## src/rtl/hkrb_pkg.sv

```systemverilog
// ---------------------------------------------------------------------------
// hkrb_pkg
// Shared types and constants for the keyboard report builder.
// ---------------------------------------------------------------------------
package hkrb_pkg;

  typedef enum logic [1:0] {
    OP_PRESS       = 2'd0,
    OP_RELEASE     = 2'd1,
    OP_RELEASE_ALL = 2'd2
  } op_e;

  localparam logic [7:0] MOD_FIRST = 8'hE0;
  localparam logic [7:0] MOD_LAST  = 8'hE7;
  localparam logic [7:0] REPORT_ID = 8'h01;
  localparam logic [7:0] RESERVED  = 8'h00;

  // Control broadcast to every slot cell
  typedef struct packed {
    logic shift;  // take the neighbour's value
    logic clear;  // release all: zero the slot
  } cell_ctrl_t;

endpackage

```

## src/rtl/hkrb_cell.sv

```systemverilog
// ---------------------------------------------------------------------------
// hkrb_cell
// One key-code slot of the rotating slot chain.
// ---------------------------------------------------------------------------
module hkrb_cell
  import hkrb_pkg::*;
(
  input  logic       clk_i,
  input  logic       rst_ni,
  input  cell_ctrl_t ctrl_i,
  input  logic [7:0] data_i,
  output logic [7:0] data_o
);

  logic [7:0] slot_q;

  always_ff @(posedge clk_i or negedge rst_ni) begin
    if (!rst_ni) begin
      slot_q <= 8'h00;
    end else if (ctrl_i.clear) begin
      slot_q <= 8'h00;
    end else if (ctrl_i.shift) begin
      slot_q <= data_i;
    end
  end

  assign data_o = slot_q;

endmodule

```

## src/rtl/hid_keyboard_report_builder_unit.sv

```systemverilog
// ---------------------------------------------------------------------------
// hid_keyboard_report_builder_unit
// Keyboard state (modifier mask plus key-code slots) updated per key event,
// with the full report streamed out one byte per beat after each event.
// ---------------------------------------------------------------------------
//
//   channel | signals                                  | dir | beat
//   --------+------------------------------------------+-----+-----------------
//   in      | in_valid_i in_ready_o operation_i key_i  | in  | one key event
//   out     | out_valid_o out_ready_i report_byte_o    | out | one report byte
//           | last_byte_o                              |     |
//
// Each event gives KEY_SLOTS + 3 output beats (9 at the default), one byte
// per cycle when the sink keeps ready high; that figure is set by the single
// output register, which the slot chain feeds once per byte.
// A new event is taken as soon as the last byte of the report is in the
// output register, while that byte may still wait for the sink.
// Reset zeroes the mask and every slot at once; no clearing pass.
// A stalled sink holds the output register and freezes the chain.
// ---------------------------------------------------------------------------
module hid_keyboard_report_builder_unit
  import hkrb_pkg::*;
#(
  parameter int KEY_SLOTS = 6
) (
  input  logic       clk_i,
  input  logic       rst_ni,
  input  logic       in_valid_i,
  output logic       in_ready_o,
  input  logic [1:0] operation_i,
  input  logic [7:0] key_i,
  output logic       out_valid_o,
  input  logic       out_ready_i,
  output logic [7:0] report_byte_o,
  output logic       last_byte_o
);

  localparam int LEN   = KEY_SLOTS + 3;
  localparam int IDX_W = $clog2(LEN);

  localparam logic [IDX_W-1:0] IDX_ID    = IDX_W'(0);
  localparam logic [IDX_W-1:0] IDX_MOD   = IDX_W'(1);
  localparam logic [IDX_W-1:0] IDX_RSVD  = IDX_W'(2);
  localparam logic [IDX_W-1:0] IDX_FIRST = IDX_W'(3);
  localparam logic [IDX_W-1:0] IDX_LAST  = IDX_W'(LEN - 1);

  // Sequencer state
  logic             busy_q, busy_d;
  logic [IDX_W-1:0] idx_q, idx_d;
  logic             done_q, done_d;   // slot part of the event already applied
  logic [1:0]       op_q;
  logic [7:0]       key_q;
  logic [7:0]       mod_q, mod_d;

  // Output register
  logic             out_valid_q, out_valid_d;
  logic [7:0]       byte_q, byte_d;
  logic             last_q, last_d;

  logic             in_acc;
  logic             load;
  logic             in_is_mod;
  logic [7:0]       mod_bit;
  logic [7:0]       head;
  logic [7:0]       slot_new;
  logic             slot_hit;
  logic             slot_phase;
  cell_ctrl_t       cell_ctrl;
  logic [7:0]       slot_w [KEY_SLOTS];

  assign in_ready_o = !busy_q;
  assign in_acc     = in_valid_i && in_ready_o;
  // a byte goes into the output register when it is free or being emptied
  assign load       = busy_q && (!out_valid_q || out_ready_i);
  assign slot_phase = (idx_q >= IDX_FIRST);

  assign in_is_mod  = (key_i >= MOD_FIRST) && (key_i <= MOD_LAST);
  assign mod_bit    = 8'h01 << key_i[2:0];

  // Slot chain: head cell is examined, the result rotates in at the tail
  assign cell_ctrl.shift = load && slot_phase;
  assign cell_ctrl.clear = in_acc && (op_e'(operation_i) == OP_RELEASE_ALL);

  for (genvar i = 0; i < KEY_SLOTS; i++) begin : g_cell
    logic [7:0] nb;
    if (i == KEY_SLOTS - 1) begin : g_tail
      assign nb = slot_new;
    end else begin : g_mid
      assign nb = slot_w[i+1];
    end
    hkrb_cell u_cell (
      .clk_i  (clk_i),
      .rst_ni (rst_ni),
      .ctrl_i (cell_ctrl),
      .data_i (nb),
      .data_o (slot_w[i])
    );
  end

  assign head = slot_w[0];

  // Press fills the first empty slot, release empties the first match
  always_comb begin
    slot_new = head;
    slot_hit = 1'b0;
    priority if (!done_q && (op_e'(op_q) == OP_PRESS) && (head == 8'h00)) begin
      slot_new = key_q;
      slot_hit = 1'b1;
    end else if (!done_q && (op_e'(op_q) == OP_RELEASE) && (head == key_q)) begin
      slot_new = 8'h00;
      slot_hit = 1'b1;
    end else begin
      slot_new = head;
      slot_hit = 1'b0;
    end
  end

  always_comb begin
    busy_d      = busy_q;
    idx_d       = idx_q;
    done_d      = done_q;
    mod_d       = mod_q;
    out_valid_d = out_valid_q;
    byte_d      = byte_q;
    last_d      = last_q;

    if (out_valid_q && out_ready_i) begin
      out_valid_d = 1'b0;
    end

    if (in_acc) begin
      busy_d = 1'b1;
      idx_d  = IDX_ID;
      // modifiers and the unused code touch no slot
      done_d = in_is_mod || !((op_e'(operation_i) == OP_PRESS) ||
                              (op_e'(operation_i) == OP_RELEASE));
      case (op_e'(operation_i))
        OP_PRESS: begin
          if (in_is_mod) mod_d = mod_q | mod_bit;
        end
        OP_RELEASE: begin
          if (in_is_mod) mod_d = mod_q & ~mod_bit;
        end
        OP_RELEASE_ALL: begin
          mod_d = 8'h00;
        end
        default: begin
          mod_d = mod_q;
        end
      endcase
    end

    if (load) begin
      out_valid_d = 1'b1;
      last_d      = (idx_q == IDX_LAST);
      priority if (idx_q == IDX_ID) begin
        byte_d = REPORT_ID;
      end else if (idx_q == IDX_MOD) begin
        byte_d = mod_q;
      end else if (idx_q == IDX_RSVD) begin
        byte_d = RESERVED;
      end else begin
        byte_d = slot_new;
        if (slot_hit) done_d = 1'b1;
      end
      if (idx_q == IDX_LAST) begin
        busy_d = 1'b0;
      end else begin
        idx_d = idx_q + IDX_W'(1);
      end
    end
  end

  always_ff @(posedge clk_i or negedge rst_ni) begin
    if (!rst_ni) begin
      busy_q      <= 1'b0;
      idx_q       <= IDX_ID;
      done_q      <= 1'b1;
      mod_q       <= 8'h00;
      out_valid_q <= 1'b0;
    end else begin
      busy_q      <= busy_d;
      idx_q       <= idx_d;
      done_q      <= done_d;
      mod_q       <= mod_d;
      out_valid_q <= out_valid_d;
    end
  end

  always_ff @(posedge clk_i) begin
    byte_q <= byte_d;
    last_q <= last_d;
    if (in_acc) begin
      op_q  <= operation_i;
      key_q <= key_i;
    end
  end

  assign out_valid_o   = out_valid_q;
  assign report_byte_o = byte_q;
  assign last_byte_o   = last_q;

  // Assertions

  a_accept_starts: assert property (@(posedge clk_i) disable iff (!rst_ni)
    in_acc |=> (busy_q && (idx_q == IDX_ID)))
    else $error("event accepted but report not started");

  a_idx_range: assert property (@(posedge clk_i) disable iff (!rst_ni)
    busy_q |-> (idx_q <= IDX_LAST))
    else $error("byte index beyond report length");

  a_id_first: assert property (@(posedge clk_i) disable iff (!rst_ni)
    (load && (idx_q == IDX_ID)) |=> (out_valid_o && (report_byte_o == REPORT_ID)
                                     && !last_byte_o))
    else $error("report does not open with its id");

  // a waiting last byte may overlap only a next event that has not begun
  a_last_idle: assert property (@(posedge clk_i) disable iff (!rst_ni)
    (out_valid_o && last_byte_o) |-> (!busy_q || (idx_q == IDX_ID)))
    else $error("last byte shown while report still being built");

endmodule
```

## config.mk

```make
export PLATFORM = sky130hd
export DESIGN_NAME = hid_keyboard_report_builder_unit
export DESIGN_NICKNAME = d
export VERILOG_FILES = /design/src/rtl/hkrb_pkg.sv /design/src/rtl/hkrb_cell.sv /design/src/rtl/hid_keyboard_report_builder_unit.sv
export SDC_FILE = /design/constraint.sdc
export NUM_CORES = 1
export LEC_CHECK = 0
export ABC_CLOCK_PERIOD_IN_PS = 5100
export BUFFER_PORTS_ARGS = -buffer_cell sky130_fd_sc_hd__buf_2
export CAP_MARGIN = 20
export CORE_ASPECT_RATIO = 0.6
export CORE_MARGIN = 3
export CORE_UTILIZATION = 33
export DETAILED_ROUTE_END_ITERATION = 16
export GPL_ROUTABILITY_DRIVEN = 0
export SYNTH_ARGS = -nofsm -noshare
export SYNTH_HDL_FRONTEND = slang
export SYNTH_HIERARCHICAL = 1
export SYNTH_SLANG_ARGS = --single-unit
```

## constraint.sdc

```tcl
create_clock -name clk_i -period 5.1 [get_ports clk_i]
set_input_delay 0.51 -clock clk_i [delete_from_list [all_inputs] [get_ports clk_i]]
set_output_delay 0.51 -clock clk_i [all_outputs]
set_load 0.02 [all_outputs]
```

Yosys cells after proc, flatten, opt, wreduce, memory -nomap -nowiden --
Cells that the tools add are included.
Operators by class: add/subtract/negate cells 1, magnitude comparators 3, eq/ne operators 9, shift operators 1, mux-type cells 35, bitwise logic cells 3, reduce and logical (&&, ||, !) cells 25
Operator list (count):
- two-way mux 8 bit | 18
- one-hot mux 8 bit (3 select lines) | 1
- two-way mux 1 bit | 13
- two-way mux 4 bit | 3
- logical AND 1 bit | 10
- AND 8 bit | 1
- == test 8 bit | 1
- >= comparator 8 bit, second input constant | 1
- <= comparator 8 bit, second input constant | 1
- zero test 8 bit | 1
- NOT 8 bit | 1
- OR 8 bit | 1
- << shifter 1 x 3 -> 8 bit, first input constant | 1
- adder 4 x 1 -> 4 bit, second input constant | 1
- == test 2 x 1 -> 1 bit, second input constant | 2
- == test 4 x 1 -> 1 bit, second input constant | 1
- == test 4 x 2 -> 1 bit, second input constant | 1
- == test 4 bit, second input constant | 1
- >= comparator 4 x 2 -> 1 bit, second input constant | 1
- zero test 1 bit | 4
- zero test 2 bit | 2
- zero test 4 bit | 1
- != test 2 bit, second input constant | 2
- AND reduction 4 bit | 1
- other kinds (4) | 7
Word-level totals: bits in registers 82, input bits 14, output and inout bits 11, logic and storage cells 92

Depth between registers and ports, before layout --
depth in word-level cells 10, depth in mapped cells 8, depth with buffers taken out 6

Modules after synthesis --
The synthesis kept the hierarchy.
Modules (own cells, without submodules):
- hkrb_cell | instances 6, cells an instance 26, area an instance 325.3 um^2, sequential area each 200.2 um^2
- hid_keyboard_report_builder_unit | instances 1, cells an instance 164, area an instance 1883.1 um^2, sequential area each 947.2 um^2

Worst setup path after synthesis --
Ideal clock, no wire load.
path type input -> register, start input out_ready_i, end register g_cell[0].u_cell.slot_q[0], arrival time 2.017 ns, slack 2.954 ns, stages 7, cells stage by stage nand2b_1 > and2_1 > clkbuf_1 > o31a_1 > buf_6 > mux2i_1 > nor2_1
RTL lines:
- from (decl) | RTL line hid_keyboard_report_builder_unit.sv:33 | input logic out_ready_i,
- to (signal assigned) | RTL line hkrb_cell.sv:23 | slot_q <= data_i;
- to (decl) | RTL line hkrb_cell.sv:15 | logic [7:0] slot_q;

==> impl_metrics.env <==
export IMPL_status="finished, final reports clean"
export IMPL_grt_first_pass_wirelength_um=13400
export IMPL_grt_max_degree=64
export IMPL_maxSlewHeadroom=0.426
export IMPL_synthArstFlopShare=0.768
export IMPL_cp_slowest_cell="o31a_2"
export IMPL_setup_violations=0
export IMPL_die_area_sq_um=13000
export IMPL_ys_seq_area_frac=0.560
export IMPL_antenna_found_initial=0
export IMPL_h_tree_depth=3
export IMPL_ys_ff_latch=82
export IMPL_die_w_um=145
export IMPL_ys_warn_count=6
export IMPL_cts_hold_buf=0
export IMPL_synthesis_area_sq_um=3830
export IMPL_row_count=29
export IMPL_dpl_instance_area_sq_um=4050
export IMPL_fillers=1074
export IMPL_ff2ff_path_depth=6
export IMPL_clockBufferDepth=2
export IMPL_drt_total_wl_um=7970
export IMPL_antenna_cells=0
export IMPL_postRouteAntennaNets=0
export IMPL_worst_setup_path_type="reg2reg"
export IMPL_grt_pass1_vias=2465
export IMPL_root_buffer="clkbuf_16"
export IMPL_cp_end_kind="flop"
export IMPL_min_period_ps=2830
export IMPL_first_iter_violations=193
export IMPL_slew_violations=0
export IMPL_hpwl_um=5460
export IMPL_yosys_top_cells_area="dfrtp_1 (40%), edfxtp_1 (15%), mux2i_1 (13%)"
export IMPL_path_cells="nand2b_1, and2_1, o31a_2, buf_4, mux2i_1, nor2_1"
export IMPL_hold_violations=0
export IMPL_design_area_sq_um=4390
export IMPL_start_kind="flop"
export IMPL_worstPathRequired_ps=5290
export IMPL_grt_remaining_overflow=0
export IMPL_layout_drive_gt1_share=0.151
export IMPL_start_util=0.350
export IMPL_synth_most_common_cell="dfrtp_1"
export IMPL_yosysTopAreaCell="dfrtp_1"
export IMPL_total_power_mw=2.60
export IMPL_r2r_start="out_valid_o"
export IMPL_clock_latency_ps=330
export IMPL_track_usage=0.132
export IMPL_cts_tree="done"
export IMPL_drc=0
export IMPL_tns_ps=0
export IMPL_critPathMaxStageDelay_ps=800
export IMPL_skew_ps=6.00
export IMPL_fmax_mhz=353
export IMPL_rsz0062_at_grt="false"
export IMPL_ios=25
export IMPL_vias=2456
export IMPL_avgViaCountPerCell=4.91
export IMPL_worst_pin_slew_ps=849
export IMPL_syn_to_final_growth_pct=14.4
export IMPL_cp_max_fo=26
export IMPL_synth_commonest_cells="dfrtp_1 (62), nor2_1 (53), mux2i_1 (50), edfxtp_1 (19), o31ai_1 (10)"
export IMPL_clkSinkCount=82
export IMPL_synthDistinctLibCells=43
export IMPL_postCtsResizedCells=0
export IMPL_p_leak_nw=2.02
export IMPL_yosysTopAreaCellShare=0.405
export IMPL_cts_buffers=9
export IMPL_finalNetCount=361
export IMPL_core_area_sq_um=11000
export IMPL_synth_area_per_cell_sq_um=12.0
export IMPL_hold_class="in2async"
export IMPL_maxCapViolations=0
export IMPL_vdd_drop_max_v=0.000219
export IMPL_critPathArrivalTime_ps=3020
export IMPL_synth_flop_cell="dfrtp_1"
export IMPL_synth_edff_count=19
export IMPL_dr_pass1_iters=4
export IMPL_cts_reportedPaths_clkPinSlew_ps=60
export IMPL_reg2reg_to="g_cell[5].u_cell/data_o[7]"
export IMPL_powerDensity_nw_per_um2=592
export IMPL_port_buffers=24
export IMPL_reg2reg_slack_ps=2270
export IMPL_fp_dieH_um=89.5
export IMPL_synth_cells=320
export IMPL_finalCritPeriodShare=0.556
export IMPL_wl_per_cell_um=15.9
export IMPL_syn_num_nets=341
export IMPL_cts_setup_buffers=0
## per-layer routing
layer,global-route usage,part of all wire
met1,0.197,0.54
met2,0.178,0.39
met3,0.0481,0.062
met4,0.0388,0.0043
met5,0,0
## logic make-up after synthesis
family                     after synthesis  share of synthesized area
DFF                                     82                      0.560
and+or+nand+nor                         92                      0.120
buffers and inverters                   26                     0.0401
muxes                                   50                      0.131
adders and majority gates                7                     0.0228
AOI/OAI and AO/OA                       55                      0.108
xor gates and xnor gates                 8                     0.0183
## per-stage QoR
step | worst slack (ps) | hold slack (ps) | instances | utilization
after detailed placement | 1990 | 498 | 484 | 0.369
final | 2270 | 346 | 500 | 0.400
after floorplan | 2950 | 214 | 320 | -
after global routing | 2030 | 364 | 500 | 0.400
after global placement | 2110 | 487 | 484 | 0.369
after CTS | 2220 | 361 | 500 | 0.400
## how the worst max path moves through the flow
stage / start / cells past startpoint / endpoint
2_1_floorplan: out_ready_i / 7 / g_cell[0].u_cell/data_o[0]
3_3_place_gp: out_ready_i / 7 / g_cell[0].u_cell/data_o[4]
3_5_place_dp: out_ready_i / 7 / g_cell[5].u_cell/data_o[5]
4_1_cts: out_valid_o / 6 / g_cell[5].u_cell/data_o[5]
5_1_grt: out_valid_o / 6 / g_cell[5].u_cell/data_o[7]
6_report: out_valid_o / 6 / g_cell[5].u_cell/data_o[7]
## worst max-delay path: cells and delay by family (launching register included)
kind                   cells  cell delay (ps)
buffers and inverters      1              490
muxes                      1              240
AOI/OAI and AO/OA          1              800
DFF                        1              380
and+or+nand+nor            3              770
## power by group
part           switching, mW  total [mW]  internal (mW)
logic                  0.431       0.771          0.340
registers              0.187        1.10          0.916
clock network          0.253       0.721          0.468
total                  0.871        2.60           1.72
## final cells by class
class,instances,area [sq um],share of cell area
Inverter,8,30.0,0.00685
Clock buffer,12,267,0.0608
Sequential cell,82,2150,0.490
Timing Repair Buffer,27,143,0.0325
Clock inverter,4,71.3,0.0163
Tap cell,155,194,0.0442
Multi-Input combinational cell,212,1530,0.350
## state kept, by name, indices dropped and copies added (netlist names)
| register | cells |
|---|---|
| mod_q | 8 |
| op_q | 2 |
| done_q | 1 |
| out_valid_o | 1 |
| g_cell.u_cell/data_o | 48 |
| idx_q | 4 |
| busy_q | 1 |
| report_byte_o | 8 |
| key_q | 8 |
| last_byte_o | 1 |
## layout by cell type (no fill, tap or decap), types with 3 or more instances in the layout
master     count
edfxtp_1      19
o21a_1         6
ha_1           7
inv_1          6
nor2_1        53
dfrtp_1       62
a21oi_1        4
buf_2         24
a22o_1         8
o21ai_1        7
o31ai_1       10
nand2_1        7
nor3_1         3
a221o_1        7
xor2_1         8
clkbuf_16      9
nand2b_1       4
buf_4          3
mux2i_1       50
o31a_1         4
and2_1         9
clkbuf_8       3
(Power assumes the default switching activity.)
